### config.mk
export PLATFORM = sky130hd
export DESIGN_NAME = bacm_ram
export DESIGN_NICKNAME = d
export VERILOG_FILES = /design/src/hdl/bacm_ram.sv
export SDC_FILE = /design/constraint.sdc
export NUM_CORES = 1
export LEC_CHECK = 0
export BUFFER_PORTS_ARGS = -buffer_cell sky130_fd_sc_hd__buf_2
export CAP_MARGIN = 20
export CORE_UTILIZATION = 50
export CTS_BUF_LIST = sky130_fd_sc_hd__clkbuf_8
export DETAILED_ROUTE_END_ITERATION = 6
export PLACE_DENSITY_LB_ADDON = 0.12
export SLEW_MARGIN = 20
export SYNTH_ARGS = -nofsm -noshare
export SYNTH_HDL_FRONTEND = slang
export SYNTH_SLANG_ARGS = --single-unit
### constraint.sdc
create_clock -name clk -period 2.1 [get_ports clk]
set_input_delay 0.42 -clock clk [delete_from_list [all_inputs] [get_ports clk]]
set_output_delay 0.42 -clock clk [all_outputs]
set_load 0.05 [all_outputs]
### src/hdl/bacm_ram.sv
// Generic RAM, one write port and two registered read ports.
// No dependencies.
module bacm_ram #(
  parameter int WIDTH = 8,
  parameter int DEPTH = 32
) (
  input  logic                     clk,
  input  logic                     we,
  input  logic [$clog2(DEPTH)-1:0] waddr,
  input  logic [WIDTH-1:0]         wdata,
  input  logic [$clog2(DEPTH)-1:0] raddr_a,
  output logic [WIDTH-1:0]         rdata_a,
  input  logic [$clog2(DEPTH)-1:0] raddr_b,
  output logic [WIDTH-1:0]         rdata_b
);

  logic [WIDTH-1:0] mem [DEPTH];

  always_ff @(posedge clk) begin
    if (we) begin
      mem[waddr] <= wdata;
    end
    rdata_a <= mem[raddr_a];
    rdata_b <= mem[raddr_b];
  end

endmodule

======== Word-level counts from Yosys, hierarchy flattened ========
Memories as Yosys holds them, arrays and structs flattened. A register that Yosys moved wholly into a read port is not among the register bits.
Index checks and enable logic that the tools add are counted.
W data, S select, Z words.
cells by class
  multiplexer cells ....................... 2
operators by type and width
  operator  number
  $mux W1   2
storage, ports and cells
  flip-flop bits (word level) ............. 0
  memory bits (writable) .................. 256
  bits of input ports ..................... 25
  memories kept ........................... 1
memory list
  memory  depth  bits a word  rd ports  clocked after Yosys merged registers in  write ports  line  RTL
  mem     32     8            2         2                                        1            17    logic [WIDTH-1:0] mem [DEPTH];

======== Logic depth before layout (Yosys ltp) ========
  word-level depth ........................ 2
  depth in mapped cells ................... 5
  gate-level depth less buffers ........... 3

======== Worst setup path after synthesis ========
OpenSTA, ideal clock, no wires.
  path type ............................... input -> register
  start ................................... input port raddr_b[1]
  end ..................................... register rdata_b[0], read port of mem
  library setup time ...................... 0.121 ns
  arrival ................................. 2.102 ns
  path slack .............................. -0.123 ns
  stages on the path ...................... 5
  path buffers ............................ 2
  cell sequence ........................... clkbuf_1 -> buf_1 -> mux4_2 -> mux4_2 -> mux2_2
RTL lines
  element          line  RTL
  start, declared  13    input logic [$clog2(DEPTH)-1:0] raddr_b,
  end, declared    14    output logic [WIDTH-1:0] rdata_b

==> results_dict.tcl <==
set metrics [dict create \
    coreArea_mm2 0.0237 \
    cp.arrival_ps 2270 \
    io_pins 41 \
    start_util 0.515 \
    cts_resized 0 \
    antenna_found_initial 0 \
    path_cells "buf_4, buf_12, mux4_2, mux4_2, mux2_2" \
    cellPowerDensity_mw_per_mm2 867 \
    tightest_slew_ps 587 \
    rsz0062_at_grt "false" \
    yosys.area.top_type "edfxtp_1" \
    cts-root-buf "clkbuf_8" \
    grt_pass1_wl_um 44400 \
    ctsHtreeMaxLevel 2 \
    die_x_um 158 \
    worst_path_largest_cell_delay_ps 540 \
    routed_via_density 6.42 \
    drive_gt1_frac 0.499 \
    place_ws_ps -295 \
    cts_tree "yes" \
    cts_setup_buffers 0 \
    synth.area.top_cells "edfxtp_1 63%, mux4_2 30%, dfxtp_1 2.6%" \
    drc_errors 0 \
    fin_crit_sh 0.872 \
    cts.sinks 272 \
    nets 660 \
    grt_use_total 0.259 \
    syn_inst 532 \
    ant_nets 0 \
    maxCapViolations 0 \
    drt_first_pass_iters 7 \
    area_growth_pct 16.4 \
    status "completed" \
    grt_max_degree 33 \
    vdd_ir_drop_max_mv 0.698 \
    fillCellCount 1717 \
    synth.distinct_cells 15 \
    die_height_um 158 \
    hold_path.class "in -> reg" \
    placementRows 56 \
    syn_nets 557 \
    place_congestion 0.813 \
    syn_avg_cell_area_um2 22.9 \
    grt_pass1_vias 6647 \
    clk_pin_slew_worst_paths_ps 60 \
    yosysSeqAreaShare 0.656 \
    detail_route.wl_per_cell_um 30.8 \
    cts-hold-fix-buffers 0 \
    path_class "in -> reg" \
    vias 6359 \
    yosys_warnings 0 \
    dp_hpwl_um 19700 \
    synth-seq-cells 272 \
    die_area_mm2 0.0250 \
    synth_top_area_frac 0.630 \
    skew_ps 17.7 \
    finalWorstSetupSlack_ps 269 \
    slew_viol_final 0 \
    leakage_nw 4.62 \
    start_kind "primary input" \
    endpoint_kind "flop" \
    fmax_mhz 546 \
    gr-total-overflow 0 \
    cp_slowest_cell "mux4_2" \
    drtIter0Drc 692 \
    fin_cells 990 \
    syn-cell-area_mm2 0.0122 \
    setup_viol 0 \
    hold_viol 0 \
    slew-limit-headroom 0.609 \
    cts_buffers 44 \
    cts_max_path_buffers 3 \
    setup_tns_ps 0 \
    port_buffers 40 \
    finalCriticalPeriod_ps 1830 \
    cp_common_cell "mux4_2" \
    cp_data_required_time_ps 2540 \
    hold-worst-slack_ps 328 \
    clock_latency_ps 570 \
    dpl.cell_count 908 \
    critPathMaxFanout 16 \
    routed_wl_um 30500 \
]
cell usage in the layout (no fill, tap or decap):
cell type  count
edfxtp_1     256
nand3_1        2
buf_2         38
clkinv_1      13
mux4_2       160
or3b_2         3
dfxtp_1       16
nand3b_1       5
clkinv_2       4
nor2_1        33
bufinv_16      8
or3_1          1
diode_2        1
mux2_2        16
nand2_1        1
buf_4         41
inv_1          9
buf_12        17
inv_6          3
clkbuf_8      44
metrics by stage:
stage,utilization,power (mW),area (µm²)
2_1_floorplan,-,6.93,12200
3_3_place_gp,0.559,7.32,13200
3_5_place_dp,0.559,7.34,13200
4_1_cts,0.600,12.4,14200
5_1_grt,0.600,12.7,14200
6_report,0.600,12.3,14200
cell families (layout without fill, tap and decap cells):
kind of cell / Yosys count / after routing / synth area share
other cells: 0 / 1 / 0
flops: 272 / 272 / 0.656
simple gates: 45 / 45 / 0.0170
mux: 176 / 176 / 0.310
buf+inv: 39 / 177 / 0.0171
layout make-up:
| cell class | instances | area, µm² | share of cell area |
|---|---|---|---|
| multi-input combinational | 221 | 3990 | 0.281 |
| clock inverter | 37 | 369 | 0.0260 |
| sequential | 272 | 8010 | 0.563 |
| tap | 319 | 399 | 0.0281 |
| timing repair buffer | 96 | 838 | 0.0590 |
| antenna | 1 | 2.50 | 0.000176 |
| clock buffer | 44 | 606 | 0.0426 |
worst paths after layout:
path              startpoint          to  slack (ps)  depth (start not counted)
setup reg to reg  mem[23][2]  rdata_b[2]         270                          3
setup / recovery  raddr_a[1]  rdata_a[4]         270                          5
hold reg to reg   mem[21][2]  rdata_a[2]         930                          3
hold / removal    raddr_b[3]  rdata_b[6]         330                          2
routing by layer:
metal	vias up	GRT usage	share of wire
li1	2572	-	-
met1	3449	0.374	0.41
met2	283	0.413	0.48
met3	55	0.0460	0.080
met4	0	0.0710	0.022
met5	-	0	0
where the power goes:
group / internal, mW / switching, mW
sequential: 6.04 / 0.0643
combinational: 0.509 / 0.614
clock: 2.97 / 2.14
total: 9.51 / 2.81
synthesized netlist by cell type:
| library cell | n |
|---|---|
| edfxtp_1 | 256 |
| mux4_2 | 160 |
| nor2_1 | 33 |
| buf_1 | 16 |
| dfxtp_1 | 16 |
| mux2_2 | 16 |
| buf_4 | 12 |
| clkbuf_1 | 7 |
| nand3b_1 | 5 |
| or3b_2 | 3 |
| buf_2 | 2 |
| buf_6 | 2 |
| nand3_1 | 2 |
| nand2_1 | 1 |
| or3_1 | 1 |
flip-flops by register name, indices dropped and copies added, names as in the netlist:
register / flops
rdata_b: 8
rdata_a: 8
mem: 256
worst max-delay path, delay by kind of cell:
kind / cells / cell delay, ps
buffers and inverters: 2 / 480
muxes: 3 / 1350
No activity file was read; power rests on OpenSTA's default activity.
