===== config.mk =====
export PLATFORM = sky130hd
export DESIGN_NAME = bacm_area
export DESIGN_NICKNAME = d
export VERILOG_FILES = /design/src/hdl/bacm_pkg.sv /design/src/hdl/bacm_area.sv
export SDC_FILE = /design/constraint.sdc
export NUM_CORES = 1
export LEC_CHECK = 0
export ABC_AREA = 1
export BUFFER_PORTS_ARGS = -buffer_cell sky130_fd_sc_hd__buf_2
export CORE_ASPECT_RATIO = 0.6
export CORE_MARGIN = 3
export CORE_UTILIZATION = 36
export DETAILED_ROUTE_END_ITERATION = 12
export HOLD_SLACK_MARGIN = 0.08
export PLACE_DENSITY_LB_ADDON = 0.1
export SKIP_CTS_REPAIR_TIMING = 1
export SYNTH_ARGS = -nofsm -noshare
export SYNTH_HDL_FRONTEND = slang
export SYNTH_SLANG_ARGS = --single-unit

===== constraint.sdc =====
create_clock -name clk -period 9.3 [get_ports clk]
set_input_delay 0.465 -clock clk [delete_from_list [all_inputs] [get_ports clk]]
set_output_delay 0.465 -clock clk [all_outputs]
set_load 0.1 [all_outputs]

===== src/hdl/bacm_pkg.sv =====
// Shared types, widths and box helpers for the cluster merge block.
// No dependencies.
package bacm_pkg;

  localparam int MAX_CLUSTERS = 32;
  localparam int COORD_BITS   = 16;
  localparam int ID_BITS      = 16;

  localparam int SLOT_BITS = $clog2(MAX_CLUSTERS);
  localparam int CNT_BITS  = $clog2(MAX_CLUSTERS + 1);
  localparam int EXT_BITS  = COORD_BITS + 1;
  localparam int PROD_BITS = 2 * EXT_BITS;
  localparam int AREA_BITS = PROD_BITS + 2;

  localparam int TGT_BITS     = 6;
  localparam int AXIS_BITS    = 2;
  localparam int FIRST_BITS   = 16;
  localparam int CFG_IDX_BITS = 2;
  localparam int CFG_DATA_BITS = 16;

  localparam logic [CFG_IDX_BITS-1:0] REG_TARGET   = 2'd0;
  localparam logic [CFG_IDX_BITS-1:0] REG_AXIS     = 2'd1;
  localparam logic [CFG_IDX_BITS-1:0] REG_FIRST_ID = 2'd2;

  localparam logic KIND_NODE     = 1'b0;
  localparam logic KIND_SURVIVOR = 1'b1;

  typedef logic signed [COORD_BITS-1:0] coord_t;
  typedef logic signed [EXT_BITS-1:0]   ext_t;
  typedef logic signed [AREA_BITS-1:0]  area_t;

  typedef struct packed {
    coord_t min_x;
    coord_t min_y;
    coord_t min_z;
    coord_t max_x;
    coord_t max_y;
    coord_t max_z;
  } box_t;

  typedef struct packed {
    logic [ID_BITS-1:0] id;
    box_t               box;
  } entry_t;

  function automatic coord_t cmin(coord_t a, coord_t b);
    return (a < b) ? a : b;
  endfunction

  function automatic coord_t cmax(coord_t a, coord_t b);
    return (a > b) ? a : b;
  endfunction

  function automatic box_t merge_box(box_t a, box_t b);
    box_t m;
    m.min_x = cmin(a.min_x, b.min_x);
    m.min_y = cmin(a.min_y, b.min_y);
    m.min_z = cmin(a.min_z, b.min_z);
    m.max_x = cmax(a.max_x, b.max_x);
    m.max_y = cmax(a.max_y, b.max_y);
    m.max_z = cmax(a.max_z, b.max_z);
    return m;
  endfunction

endpackage


===== src/hdl/bacm_area.sv =====
// Half surface area of the merged box of two clusters, one shared multiplier.
// Depends on bacm_pkg.
module bacm_area (
  input  logic            clk,
  input  logic            rst,
  input  logic            start,
  input  bacm_pkg::box_t  box_a,
  input  bacm_pkg::box_t  box_b,
  output logic            done,
  output bacm_pkg::area_t area
);
  import bacm_pkg::*;

  box_t                  m;
  ext_t                  ex, ey, ez;
  ext_t                  op_a, op_b;
  logic signed [PROD_BITS-1:0] prod;
  logic [1:0]            phase;
  logic                  run;

  assign m = merge_box(box_a, box_b);

  always_comb begin
    case (phase)
      2'd0: begin
        op_a = ex;
        op_b = ey;
      end
      2'd1: begin
        op_a = ey;
        op_b = ez;
      end
      default: begin
        op_a = ez;
        op_b = ex;
      end
    endcase
  end

  always_ff @(posedge clk) begin
    if (rst) begin
      run   <= 1'b0;
      done  <= 1'b0;
      phase <= 2'd0;
    end else begin
      done <= 1'b0;
      if (start) begin
        run   <= 1'b1;
        phase <= 2'd0;
        ex    <= ext_t'(m.max_x) - ext_t'(m.min_x);
        ey    <= ext_t'(m.max_y) - ext_t'(m.min_y);
        ez    <= ext_t'(m.max_z) - ext_t'(m.min_z);
        prod  <= '0;
        area  <= '0;
      end else if (run) begin
        prod <= op_a * op_b;
        area <= area + area_t'(prod);
        if (phase == 2'd3) begin
          run  <= 1'b0;
          done <= 1'b1;
        end
        phase <= phase + 2'd1;
      end
    end
  end

endmodule

; ---- Word-level counts from Yosys, hierarchy flattened
; Cells that the tools add are included.
; Widths: inputs -> output; s select.
[totals]
input_bits = 195
register_bits = 125
[classes]
n_lt_le_gt_ge = 6
reduce_logical = 6
n_addsub = 5
bitwise_logic = 2
n_mux = 14
n_mul = 1
n_eq_ne = 2
[op_table]
columns = operator, n
row1 = $mux 16, 6
row2 = $pmux 17 s2, 2
row3 = $sub 16x16->17, 3
row4 = $gt 16x16->1, 3
row5 = $lt 16x16->1, 3
row6 = $add 36x34->36, 1
row7 = $mux 36, 1
row8 = $mul 17x17->34, 1
row9 = $mux 34, 1
row10 = $mux 1, 4
row11 = $reduce_and 2->1, 2
row12 = $reduce_or 3->1, 1
row13 = $add 2x1->2 const B, 1
row14 = $eq 2x1->1 const B, 1
row15 = $eq 2x2->1 const B, 1
row16 = $logic_not 2->1, 1
row17 = $not 1->1, 2
row18 = $reduce_bool 2->1, 1
row19 = $reduce_or 2->1, 1

; ---- Logic depth before layout (Yosys ltp)
; Gate-level depths: netlist (run 1).
[logic_depth]
ltp_word = 4
depth_mapped = 36
ltp_nobuf = 34

; ---- Worst setup path after synthesis (run 1)
; No wires, ideal clock.
[synth_timing]
path_kind = register to register
from = reg phase[0]
to = reg prod[32] (data pin)
stages_incl_launch_ff = 27
required_ns = 9.045
slack_ns = 2.915
period_less_slack_ns = 6.385
t_arrival_ns = 6.130
path_cell_list = dfxtp_1 inv_1 ha_1 buf_4 nor2_8 inv_4 buf_6 o221ai_4 nand2_1 inv_1 fa_1 fa_1 fa_1 fa_1 inv_1 fa_1 fa_1 inv_1 ha_1 inv_1 o21ai_0 a21oi_1 nand2_1 a21oi_1 nand3_1 nand2_1 nor2_1
[synth_via]
elab_chain_cells = 4
word_cells_on_any_way = 6
[synth_lines]
columns = element, line_no
row1 = start: declaration, bacm_area.sv:18  ; logic [1:0] phase;
row2 = start signal: assignment, bacm_area.sv:62  ; phase <= phase + 2'd1;
row3 = $eq 2x1->1 / $logic_not 2->1 (equally long branches), bacm_area.sv:24  ; case (phase)
row4 = $pmux 17 s2, bacm_area.sv:24
row5 = $mul 17x17->34 *, bacm_area.sv:56  ; prod <= op_a * op_b;
row6 = $mux 34 *, bacm_area.sv:55  ; end else if (run) begin
row7 = end signal: assignment, bacm_area.sv:56
row8 = end: declaration, bacm_area.sv:17  ; logic signed [PROD_BITS-1:0] prod;
; Every way passes the cells marked *; elsewhere a longest branch is shown, timed or not. The select of a mux whose other input is x is not followed.
; A chain may end at the register's enable or synchronous reset.

; ---- Worst setup path after layout (run 1)
[layout_timing]
from = reg phase[0]
to = reg prod[30] (data pin)
; The elaborated chain is that of the path after synthesis.

==> run summary, run 1 <==
Ranked by total cell area, the synthesized netlist is headed by fa_1 (23%), nand2_1 (16%), edfxtp_1 (14%). The via count of the first global-routing pass came out at 22319. In this run the cell area of the synthesized design comes to 25900 um2.

Summed over all nets, the half-perimeter wirelength after detailed placement is 67700 um. On the worst path, the slowest cell contributes a delay of between 1000 and 1500 ps. Among all stages on the critical path, the largest delay is contributed by o221ai_2. The post-route clock skew came out at between 10 and 15 ps. The total of buffers placed on input and output ports is roughly 230. The run finished with clean final reports. The time the final worst path needs with I/O delays and setup came out at roughly 8200 ps. Among all cell types in the netlist, the one instantiated most often is nand2_1. The number of cells produced by synthesis came out at around 3600. The wire length per cell after detailed routing came out at 16.7 um. The arrival time at the worst endpoint is roughly 8400 ps.

Among all flip-flop cells after synthesis, the most frequent one is edfxtp_1. After routing the design area is approximately 28000 um2. The worst slew slack as a fraction of its limit came out at 0.186. The number of clock buffers inserted by TritonCTS is 17. Among cell families on the critical path, the largest total delay comes from adder cells.

The final global-route overflow total is 0. fa_1 takes more of the synthesized area than any other cell. The wire length of the first global-routing pass came out at 127000 um.

The number of setup violations in the final report is 0. The async set or reset register ratio after synthesis came out at 0. The initial antenna violation count is 2.

The level count of the clock H-tree came out at 4. The remaining number of nets flagged by the antenna check after routing came out at 0. The share of cells above drive strength 1 came out at 0.0893. The worst setup path is captured at a register. The region available for standard cell placement spans 70700 um2. The type of the most critical hold path is in -> reg. The sequential share of the synthesized area is 0.143.

The vias per cell is 4.79. The starting utilization of the core area is 0.367. The per-instance average area after synthesis came out at 7.25 um2.

The final estimated routing congestion in global placement is 0.918. The die span in y came out at ~210 um. The total buffers and inverters traversed by the critical path is 5. The number of enable-type register cells in the synthesized netlist is 121. The DRC violation count after routing came out at 0.

The number of storage elements in the synthesis netlist came out at 125. The final-report hold violation count is 0. CTS placed an instance of clkbuf_16 at the clock tree root. The number of nets in the final layout is between 4000 and 5000. From synthesis to final layout, the design area changed by 9.80%.

Traced cell by cell, the critical path runs through inv_1 > ha_1 > inv_2 > o221ai_2 > nand2_1 > fa_1 > inv_1 > fa_1 > fa_1 > fa_1 > fa_1 > inv_1 > fa_1 > inv_1 > ha_1 > nand2_1 > nor2_1 > nand2_1 > nor4_1 > nand2_1 > a31oi_1 > nor2_1. Setup repair after global routing left no endpoint under its margin. For the final routed database, the setup TNS stands at 0 ps. Clock latency on the worst-skew pair, taken at its later pin, is 460 ps. The number of clock sinks is 125. The critical setup path kind is reg -> reg.

The setup slack after layout is 1090 ps. The achievable frequency came out at 122 MHz. The final cycle utilization of the critical path is 0.883.

The most numerous cell type found on the critical path is fa_1. The type of element launching the critical path is a register. In this run the cell area measured after placement is 27900 um2. The maximum buffer depth of the clock tree came out at 2. The total die area came out at roughly 75000 um2. TritonCTS built the clock tree. Entering global routing, the biggest net connects 71 pins. The fill cell instance count of the final layout is 7537. The max-slew violation count is 0. The horizontal extent of the die is roughly 350 um.

The transition time of the tightest slew-check pin came out at approximately 1200 ps. Of all nets on the critical path, the largest fanout is 27. In the global route stage, overall resource usage came out at 0.215.

The max-cap violation count is 0. Sorting the synthesized cells by how often they occur yields nand2_1 (1076), inv_1 (865), fa_1 (300), ha_1 (264), nor2_1 (214). The I/O pin count is 232. The setup slack at placement came out at between 1000 and 1500 ps. The final wirelength came out at 79500 um. At the worst endpoint, the required time is 9500 ps. The DRC violation total after the first TritonRoute iteration came out at between 2000 and 2500. The site row count is 75. The total nets after synthesis came out at ~4300. The count of synthesis-stage warnings from yosys came out at 0. The number of library cell types mapped by synthesis came out at 53. The area share of the leading cell type in the synthesized netlist came out at 0.231.

The length of the first detailed-routing pass in iterations is 6. The via total after detailed routing is 22755. The clock edge transition at the registers on the reported setup and hold paths is around 70 ps.
final timing paths:
path	start	endpoint	slack (ps)	cells after the start
worst max-delay path	phase[0]	prod[30]	1090	22
worst max register to register	phase[0]	prod[30]	1090	22
worst min-delay path	rst	run	430	4
worst min register to register	run	phase[0]	510	2
metal layers:
metal  vias to the layer above  global-route usage  routed length (um)
met2                       667               0.276               28900
li1                      11372                   -                   -
met3                        21              0.0542                7060
met4                         2              0.0228                 464
met1                     10693               0.357               43100
met5                         -                   0                  13
cells in the final DEF, fill, tap and decap left out, types with 2 or more instances in the layout:
cell type / Yosys / routed
nand3_1: 131 / 131
a21oi_1: 184 / 184
o22ai_1: 3 / 3
nor3_1: 23 / 23
a21o_1: 2 / 2
nand2_2: 9 / 9
fa_1: 300 / 300
o221ai_4: 12 / 12
buf_4: 26 / 15
xnor2_1: 14 / 14
nand3_4: 2 / 2
inv_1: 865 / 864
o21a_1: 21 / 21
inv_6: 0 / 5
nor4_1: 4 / 4
o21bai_1: 15 / 15
nand3_2: 5 / 5
inv_2: 4 / 5
o221ai_2: 15 / 15
edfxtp_1: 121 / 121
buf_2: 17 / 231
clkinvlp_4: 0 / 4
a21boi_0: 2 / 2
nand3b_1: 24 / 24
clkinv_2: 0 / 2
clkbuf_16: 0 / 17
o21ai_2: 2 / 2
o31ai_1: 3 / 3
xor2_1: 40 / 40
nand2_1: 1076 / 1076
nand4_1: 47 / 47
a31oi_1: 5 / 5
ha_1: 264 / 264
dfxtp_1: 4 / 4
o21ai_0: 78 / 78
nor2_1: 214 / 213
metrics by stage:
stage          cells  hold WS [ps]  utilization
2_1_floorplan   3577           438            -
3_3_place_gp    4715           503        0.395
3_5_place_dp    4715           502        0.395
4_1_cts         4747           370        0.403
5_1_grt         4748           429        0.403
6_report        4748           428        0.403
flip-flops by register name, summed over array words and instances (netlist names):
register / count
area: 36
prod: 34
ex: 17
ey: 17
ez: 17
phase: 2
done: 1
run: 1
area by class of cell:
| type | instances | area (um2) | share of cell area |
|---|---|---|---|
| flip-flops and latches | 125 | 3710 | 0.130 |
| well taps | 962 | 1200 | 0.0422 |
| multi-input cells | 2512 | 18500 | 0.648 |
| inverters | 870 | 3270 | 0.115 |
| clock inverters | 14 | 134 | 0.00470 |
| diodes | 1 | 2.50 | 0.0000878 |
| repair buffers | 246 | 1270 | 0.0445 |
| clock buffers | 18 | 429 | 0.0151 |
worst reg2reg max path, stage by stage (launching register included):
cell	delay, ps
dfxtp_1	350
inv_1	100
ha_1	480
inv_2	470
o221ai_2	1070
nand2_1	280
fa_1	580
inv_1	70
fa_1	770
fa_1	530
fa_1	500
fa_1	500
inv_1	50
fa_1	470
inv_1	40
ha_1	360
nand2_1	160
nor2_1	360
nand2_1	180
nor4_1	220
nand2_1	180
a31oi_1	170
nor2_1	70
logic make-up (layout without fill, tap and decap cells):
kind of cell,Yosys count,in the layout,synth area share
xor gates and xnor gates,54,54,0.0182
adders and majority gates,564,564,0.359
buffers and inverters,940,1148,0.145
other,0,1,0
AOI/OAI and AO/OA,350,350,0.0894
DFF,125,125,0.143
and+or+nand+nor,1544,1544,0.245
Power of run 1 is left out: the tool's default activity adds up to more than one toggle a clock period on the data nets, which glitch-free logic cannot reach.
==> run 2, diff against run 1 <==
--- a/config.mk
+++ b/config.mk
@@ -9,7 +9,8 @@
 export BUFFER_PORTS_ARGS = -buffer_cell sky130_fd_sc_hd__buf_2
 export CORE_ASPECT_RATIO = 0.6
 export CORE_MARGIN = 3
-export CORE_UTILIZATION = 36
+export CORE_UTILIZATION = 40
+export CTS_BUF_LIST = sky130_fd_sc_hd__clkbuf_4 sky130_fd_sc_hd__clkbuf_8
 export DETAILED_ROUTE_END_ITERATION = 12
 export HOLD_SLACK_MARGIN = 0.08
 export PLACE_DENSITY_LB_ADDON = 0.1
==> constraint.sdc (replaced) <==
create_clock -name clk -period 9.3 [get_ports clk]
set_input_delay 0.93 -clock clk [delete_from_list [all_inputs] [get_ports clk]]
set_output_delay 0.93 -clock clk [all_outputs]
set_load 0.1 [all_outputs]
==> run 2 against run 1 <==
Non-clock buffer count decreased by 1. Via count increased by 0.32%. Setup slack improved by 50 ps. Maximum frequency increased by 0.62%. Die area decreased by 9.8%. Critical path depth increased by 1. Sequential share of layout area increased by 0.14 points. Final cell count decreased by 2.6%. Hold slack improved by 88 ps. First-iteration DRC count increased by 2.8%. Sequential cell count unchanged.
==> run summary, run 2 (synthesis results as in run 1) <==
The number of clock buffers inserted by TritonCTS came to 17 (unchanged). The final global-route overflow total is 0 (unchanged). The wire length per cell after detailed routing came out at 16.9 um (+0.83%). Walking the worst path, the cells encountered are inv_1 > ha_1 > nor2_8 > inv_4 > o221ai_2 > nand2_1 > fa_1 > inv_1 > fa_1 > fa_1 > fa_1 > fa_1 > inv_1 > fa_1 > inv_1 > ha_1 > nand2_1 > nor2_1 > nand2_1 > nor4_1 > nand2_1 > a31oi_1 > nor2_1.

The met3 usage in global routing came to 0.0533 (-0.000926). The worst setup path is launched from a register. The most common cell after layout, fill and taps aside is nand2_1. The DRC violation count after routing is 0 (unchanged).

The capture point of the worst reg-to-reg path is prod[29]. The total of buffers placed on input and output ports is 231 (unchanged). The core area is 63400 um2 (-10%). The transition time of the tightest slew-check pin is 1210 ps (-14.2 ps).

The final cycle utilization of the critical path was 0.878 (-0.00542). The area added between synthesis and finish is 8.61%. The arrival time at the worst endpoint is 8420 ps (about the same).

After global routing, the most crowded layer is met1. The final wirelength came out at 78100 um (-1.8%). The site row count is 71 (-5.3%). The time the final worst path needs with I/O delays and setup came out at 8160 ps (-50.4 ps). The total die area came out at 68100 um2 (-9.8%).

The critical path is of the reg -> reg type. The via total after detailed routing is 22828 (+0.32%). The wire length of the first global-routing pass came out at 123000 um (-3.1%). The number of setup violations in the final report is 0 (unchanged). The global-route track usage on met1 was 0.394 (+0.0369).

The post-route clock skew came out at 22.4 ps (+11.6 ps). The worst slew slack as a fraction of its limit was 0.196 (+0.00948). The die span in y came out at 203 um (-5.0%). The worst-skew pair later-pin latency came to 500 ps (+40 ps). TritonCTS built the clock tree. The endpoint required time on the critical path is 9550 ps (+50 ps). The worst hold path belongs to the class reg -> reg. The biggest fanout along the worst timing path was 19 (-30%). The cell family contributing the most delay on the critical path is adder cells. The initial antenna violation count is 1 (-1). The half-perimeter wire length after placement is 66200 um (-2.3%). The delay of the slowest cell on the worst path came to 900 ps (-160 ps). The met2 routing resource usage after global routing is 0.295 (+0.0189). The worst setup path is captured at a register. The maximum buffer depth of the clock tree is 2 (unchanged). The register with the most flip-flops is area. The fill cell instance count of the final layout is 6721 (-11%). The total buffers and inverters traversed by the critical path came out at 5 (unchanged).

In this run the clock root is driven by a clkbuf_8. In the final layout, the registers with the most flip-flops are area: 36 flops, prod: 34 flops. The vias per cell came to 4.94 (+3.0%). The run finished with clean final reports. The final hold slack came out at 516 ps (+88.1 ps). The setup slack on the worst flop-to-flop path is 1140 ps (+50 ps). The I/O pin count came out at 232 (unchanged). The DRC violation total after the first TritonRoute iteration came out at 2067 (+2.8%). The share of cells above drive strength 1 is 0.0893 (about the same). The final-report hold violation count came to 0 (unchanged). The final cell count without fillers is 4624 (-2.6%). The horizontal extent of the die came out at 335 um (-5.0%). The global-route usage over all layers came out at 0.233 (+0.0179). The achievable frequency is 122 MHz (+0.62%). The number of clock sinks came out at 125 (unchanged).

The length of the first detailed-routing pass in iterations came out at 6 (unchanged). The critical path starts at phase[1]. The critical path's slowest cell is o221ai_2. The worst hold path stage count is 2 (-2). The cell count after placement is 4591 (-2.6%). In this run the critical register-to-register path is launched from phase[1]. The final cell utilization of the core is 0.444 (+0.0411). The level count of the clock H-tree came to 4 (unchanged).

Setup repair after global routing left no endpoint under its margin. The depth of the worst register-to-register path is 23 (+4.5%). The final estimated routing congestion in global placement came out at 0.944 (+2.8%). The max-cap violation count came out at 0 (unchanged). The library cells used most frequently in the layout, excluding fill and tap cells, are nand2_1 (1076), inv_1 (864), fa_1 (300), ha_1 (264), buf_2 (231). The clock edge transition at the registers on the reported setup and hold paths came to 100 ps (+30 ps). The via count of the first global-routing pass came out at 21788 (-2.4%). The max-slew violation count was 0 (unchanged). The pin count of the biggest net entering global routing is 71 (unchanged). The number of nets in the final layout came out at 4530 (-0.022%). The startpoint of the tightest hold check path is phase[0].

The number of flip-flops in the largest register came out at 36 (unchanged). The capture endpoint of the worst hold path is phase[0]. Among the stages of the critical path, the cell type that occurs most often is fa_1. The starting utilization of the core area came to 0.409 (+0.0419). The remaining number of nets flagged by the antenna check after routing came out at 0 (unchanged).

The final setup TNS came to 0 ps (unchanged).
==> run 2: worst max-delay path by stage <==
stage,endpoint,slack (ps),cells past startpoint
2_1_floorplan,prod[32],2920,26
3_3_place_gp,prod[29],1170,23
3_5_place_dp,prod[29],1280,23
4_1_cts,prod[29],1250,23
5_1_grt,prod[29],570,24
6_report,prod[29],1140,23
==> run 2: worst min-delay path, stage by stage, from the launching register on <==
cell and delay [ps]:
dfxtp_1 340, nand2_1 80, a21oi_1 50
==> run 2: final cells by class <==
type / instances / area [um2] / area share
diodes: 1 / 2.50 / 0.0000888
multi-input cells: 2512 / 18500 / 0.655
well taps: 839 / 1050 / 0.0372
flip-flops and latches: 125 / 3710 / 0.132
clock buffers: 19 / 249 / 0.00883
repair buffers: 245 / 1260 / 0.0448
inverters: 870 / 3270 / 0.116
clock inverters: 13 / 166 / 0.00590
==> run 2: metal layers <==
metal / wire [um] / vias to the layer above
met5: 0 / -
met4: 405 / 0
met3: 7620 / 28
met2: 28200 / 760
met1: 41800 / 10670
li1: - / 11370
==> run 2: through the flow <==
stage / instance area [um2] / setup WS [ps]
final: 28200 / 1140
after global placement: 27800 / 1170
after detailed placement: 27800 / 1280
after floorplan: 25900 / 2920
after global routing: 28200 / 565
after CTS: 28200 / 1250
Power of run 2 is left out for the same reason.
==> run 3, diff against run 2 <==
--- a/config.mk
+++ b/config.mk
@@ -5,7 +5,6 @@
 export SDC_FILE = /design/constraint.sdc
 export NUM_CORES = 1
 export LEC_CHECK = 0
-export ABC_AREA = 1
 export BUFFER_PORTS_ARGS = -buffer_cell sky130_fd_sc_hd__buf_2
 export CORE_ASPECT_RATIO = 0.6
 export CORE_MARGIN = 3
==> run 3 against run 2 <==
Clock skew is 0.84 ps lower. Setup slack improved by 55 ps. Non-clock buffer count rose by 29. Highest routed layer unchanged.
==> run summary, run 3 <==
The run finished with clean final reports. The arrival time at the worst endpoint was 8370 ps (-50 ps). The total of buffers placed on input and output ports was 231 (unchanged). Of all cell types, the one taking the most synthesized area is fa_1. The achievable frequency is 123 MHz (+0.68%). The top cell types in the final layout, fill and taps aside, are inv_1 (433), fa_1 (300), nor2_1 (282), ha_1 (264), buf_2 (231). The count of synthesis-stage warnings from yosys is 0 (unchanged). The register cell area after layout came out at 3710 um2 (unchanged). The length of the first detailed-routing pass in iterations is 6 (unchanged).

Setup repair after global routing left no endpoint under its margin. The biggest fanout along the worst timing path is 48 (+29). The via count of the first global-routing pass is 20103 (-7.7%). The number of library cell types mapped by synthesis is 75 (+42%). The sequential share of the synthesized area came to 0.158 (+0.0149).

The total standard cell area after synthesis is 23500 um2 (-9.4%). The total nets after synthesis came out at 3343 (-23%). The DRC violation count after routing came out at 0 (unchanged). The transition time of the tightest slew-check pin is 1200 ps (-6.43 ps). TritonCTS built the clock tree.

The worst setup path is of the reg -> reg kind. The total die area came to 61800 um2 (-9.2%). The maximum buffer depth of the clock tree came out at 2 (unchanged). The per-instance average area after synthesis came out at 9.09 um2 (+25%). The via total after detailed routing is 19544 (-14%). The remaining number of nets flagged by the antenna check after routing came out at 0 (unchanged). The endpoint required time on the critical path is 9560 ps (about the same). The number of clock sinks came out at 125 (unchanged).

The final setup TNS came to 0 ps (unchanged). The max-slew violation count is 0 (unchanged). The core area is 57800 um2 (-8.9%). The number of storage elements in the synthesis netlist is 125 (unchanged). The number of flip-flops in the largest register is 36 (unchanged). The number of nets in the final layout is 3554 (-22%). The worst slew slack as a fraction of its limit came out at 0.200 (+0.00429). The die span in y came to 194 um (-4.7%).

The horizontal extent of the die came out at 319 um (-4.8%). The final-report hold violation count is 0 (unchanged). The most numerous cell in the Yosys netlist is inv_1. The cell count after placement came to 3546 (-23%).

The share of cells above drive strength 1 is 0.138 (+0.0489). The pin count of the biggest net entering global routing is 80 (+13%). The number of enable-type register cells in the synthesized netlist is 121 (unchanged). After synthesis, the cell types taking the most area are fa_1 (26%), edfxtp_1 (15%), ha_1 (14%).

The final wirelength was 64400 um (-18%). The wire length of the first global-routing pass came to 106000 um (-14%). The worst setup path is launched from a register. The final estimated routing congestion in global placement came to 0.896 (-5.1%). The wire length per cell after detailed routing came out at 18.0 um (+6.5%). Counting flops per register, the top entry is area. The post-route clock skew is 21.5 ps (-0.838 ps).

The site row count came out at 68 (-4.2%). In the final layout, the registers with the most flip-flops are area: 36 flops, prod: 34 flops. The vias per cell came to 5.46 (+11%). The length of routed met3 wiring is 3990 um (-48%). The clock edge transition at the registers on the reported setup and hold paths came out at 90 ps (about the same). The initial antenna violation count is 1 (unchanged). From synthesis to final layout, the design area changed by 10.9%. The library cell used most frequently in the layout, excluding fill and tap cells, is inv_1.

The number of setup violations in the final report came out at 0 (unchanged). The worst-skew pair later-pin latency is 490 ps (about the same). The root buffer selected by CTS is clkbuf_8.

The fill cell instance count of the final layout is 5558 (-17%). The number of cells produced by synthesis is 2584 (-28%). The most used flip-flop cell after synthesis is edfxtp_1.

The number of clock buffers inserted by TritonCTS is 17 (unchanged). The level count of the clock H-tree was 4 (unchanged). The final cycle utilization of the critical path is 0.872 (-0.00594).

The max-cap violation count was 0 (unchanged). The starting utilization of the core area is 0.407 (-0.00236). The type of the most critical hold path is reg -> reg. The wire length the detailed router placed on met1 came out at 31500 um (-25%).

The final global-route overflow total is 0 (unchanged). The async set or reset register ratio after synthesis came out at 0 (unchanged). The setup slack on the worst flop-to-flop path came to 1190 ps (+60 ps).

The half-perimeter wire length after placement was 53800 um (-19%). The time the final worst path needs with I/O delays and setup is 8110 ps (-55.3 ps). The final cell count without fillers is 3579 (-23%).

The global-route usage over all layers is 0.213 (-0.0198). Routed signal wires occupy layers up through met4. The I/O pin count is 232 (unchanged). The DRC violation total after the first TritonRoute iteration came out at 1368 (-34%). The area of combinational cells with multiple inputs is 17900 um2 (-3.3%). Sorting the synthesized cells by how often they occur yields inv_1 (433), fa_1 (300), nor2_1 (284), ha_1 (264), nand2_1 (175). The area share of the leading cell type in the synthesized netlist came out at 0.256 (+0.0241). The element type at the critical path end is a register. The met2 wire length came out at 28200 um (-0.24%).
-- run 3: cell count changes in the layout (fill, tap and decap cells not counted), sizes merged, moves of 32 or more --
cell,previous run,this run
nand2,1086,175
inv,873,435
nand3,138,26
nor2,215,284
a21o,2,63
xnor2,14,66
a22o,0,51
mux2i,0,39
nor2b,0,37
mux2,0,35
a221oi,0,34
nand4,48,14
a21oi,184,152
-- run 3: per-layer routing --
metal  vias up  GRT usage
met4         0     0.0397
met3        56     0.0361
met2       542      0.332
met5         -          0
met1      9725      0.312
li1       9221          -
-- run 3: path summary, 6_finish.rpt --
kind             from        to  depth (start not counted)
max reg2reg  phase[0]  prod[32]                         23
min reg2reg  phase[1]  phase[1]                          2
min          phase[1]  phase[1]                          2
max          phase[0]  prod[32]                         23
-- run 3: cell families (layout without fill, tap and decap cells) --
group,after synthesis,count (layout),synth area share
fa+ha+maj,564,564,0.396
compound gates,554,554,0.170
flops,125,125,0.158
buf+inv,516,740,0.0830
other cells,0,1,0
xor+xnor,97,97,0.0362
mux,74,74,0.0334
simple gates,654,654,0.123
-- run 3: critical path: stages (launching register included) --
cell	delay [ps]
dfxtp_1	410
inv_1	60
ha_1	240
nor2_4	740
a21oi_1	520
or2_2	470
fa_1	510
inv_1	70
fa_1	780
fa_1	520
fa_1	500
fa_1	490
inv_1	50
fa_1	480
inv_1	50
ha_1	330
a21oi_1	290
nand3b_1	130
a211oi_2	220
o31ai_2	140
a21oi_1	180
nor3_1	80
a211oi_1	250
mux2_2	360
-- run 3: stage by stage --
| stage | hold WS (ps) | setup WS [ps] | util | area, um2 |
|---|---|---|---|---|
| floorplan | 465 | 1990 | - | 23500 |
| global placement | 539 | 1340 | 0.444 | 25600 |
| detailed placement | 552 | 1210 | 0.444 | 25600 |
| CTS | 560 | 1220 | 0.451 | 26100 |
| global route | 590 | 677 | 0.451 | 26100 |
| finish | 562 | 1190 | 0.451 | 26100 |
-- run 3: cell type report --
cell class	count	share of cell area
tap	770	0.0370
clock buffer	18	0.00927
antenna	1	0.0000960
inverter	434	0.0625
clock inverter	14	0.00648
multi-input combinational	1943	0.685
sequential	125	0.143
timing repair buffer	274	0.0568
Power of run 3 is left out for the same reason.
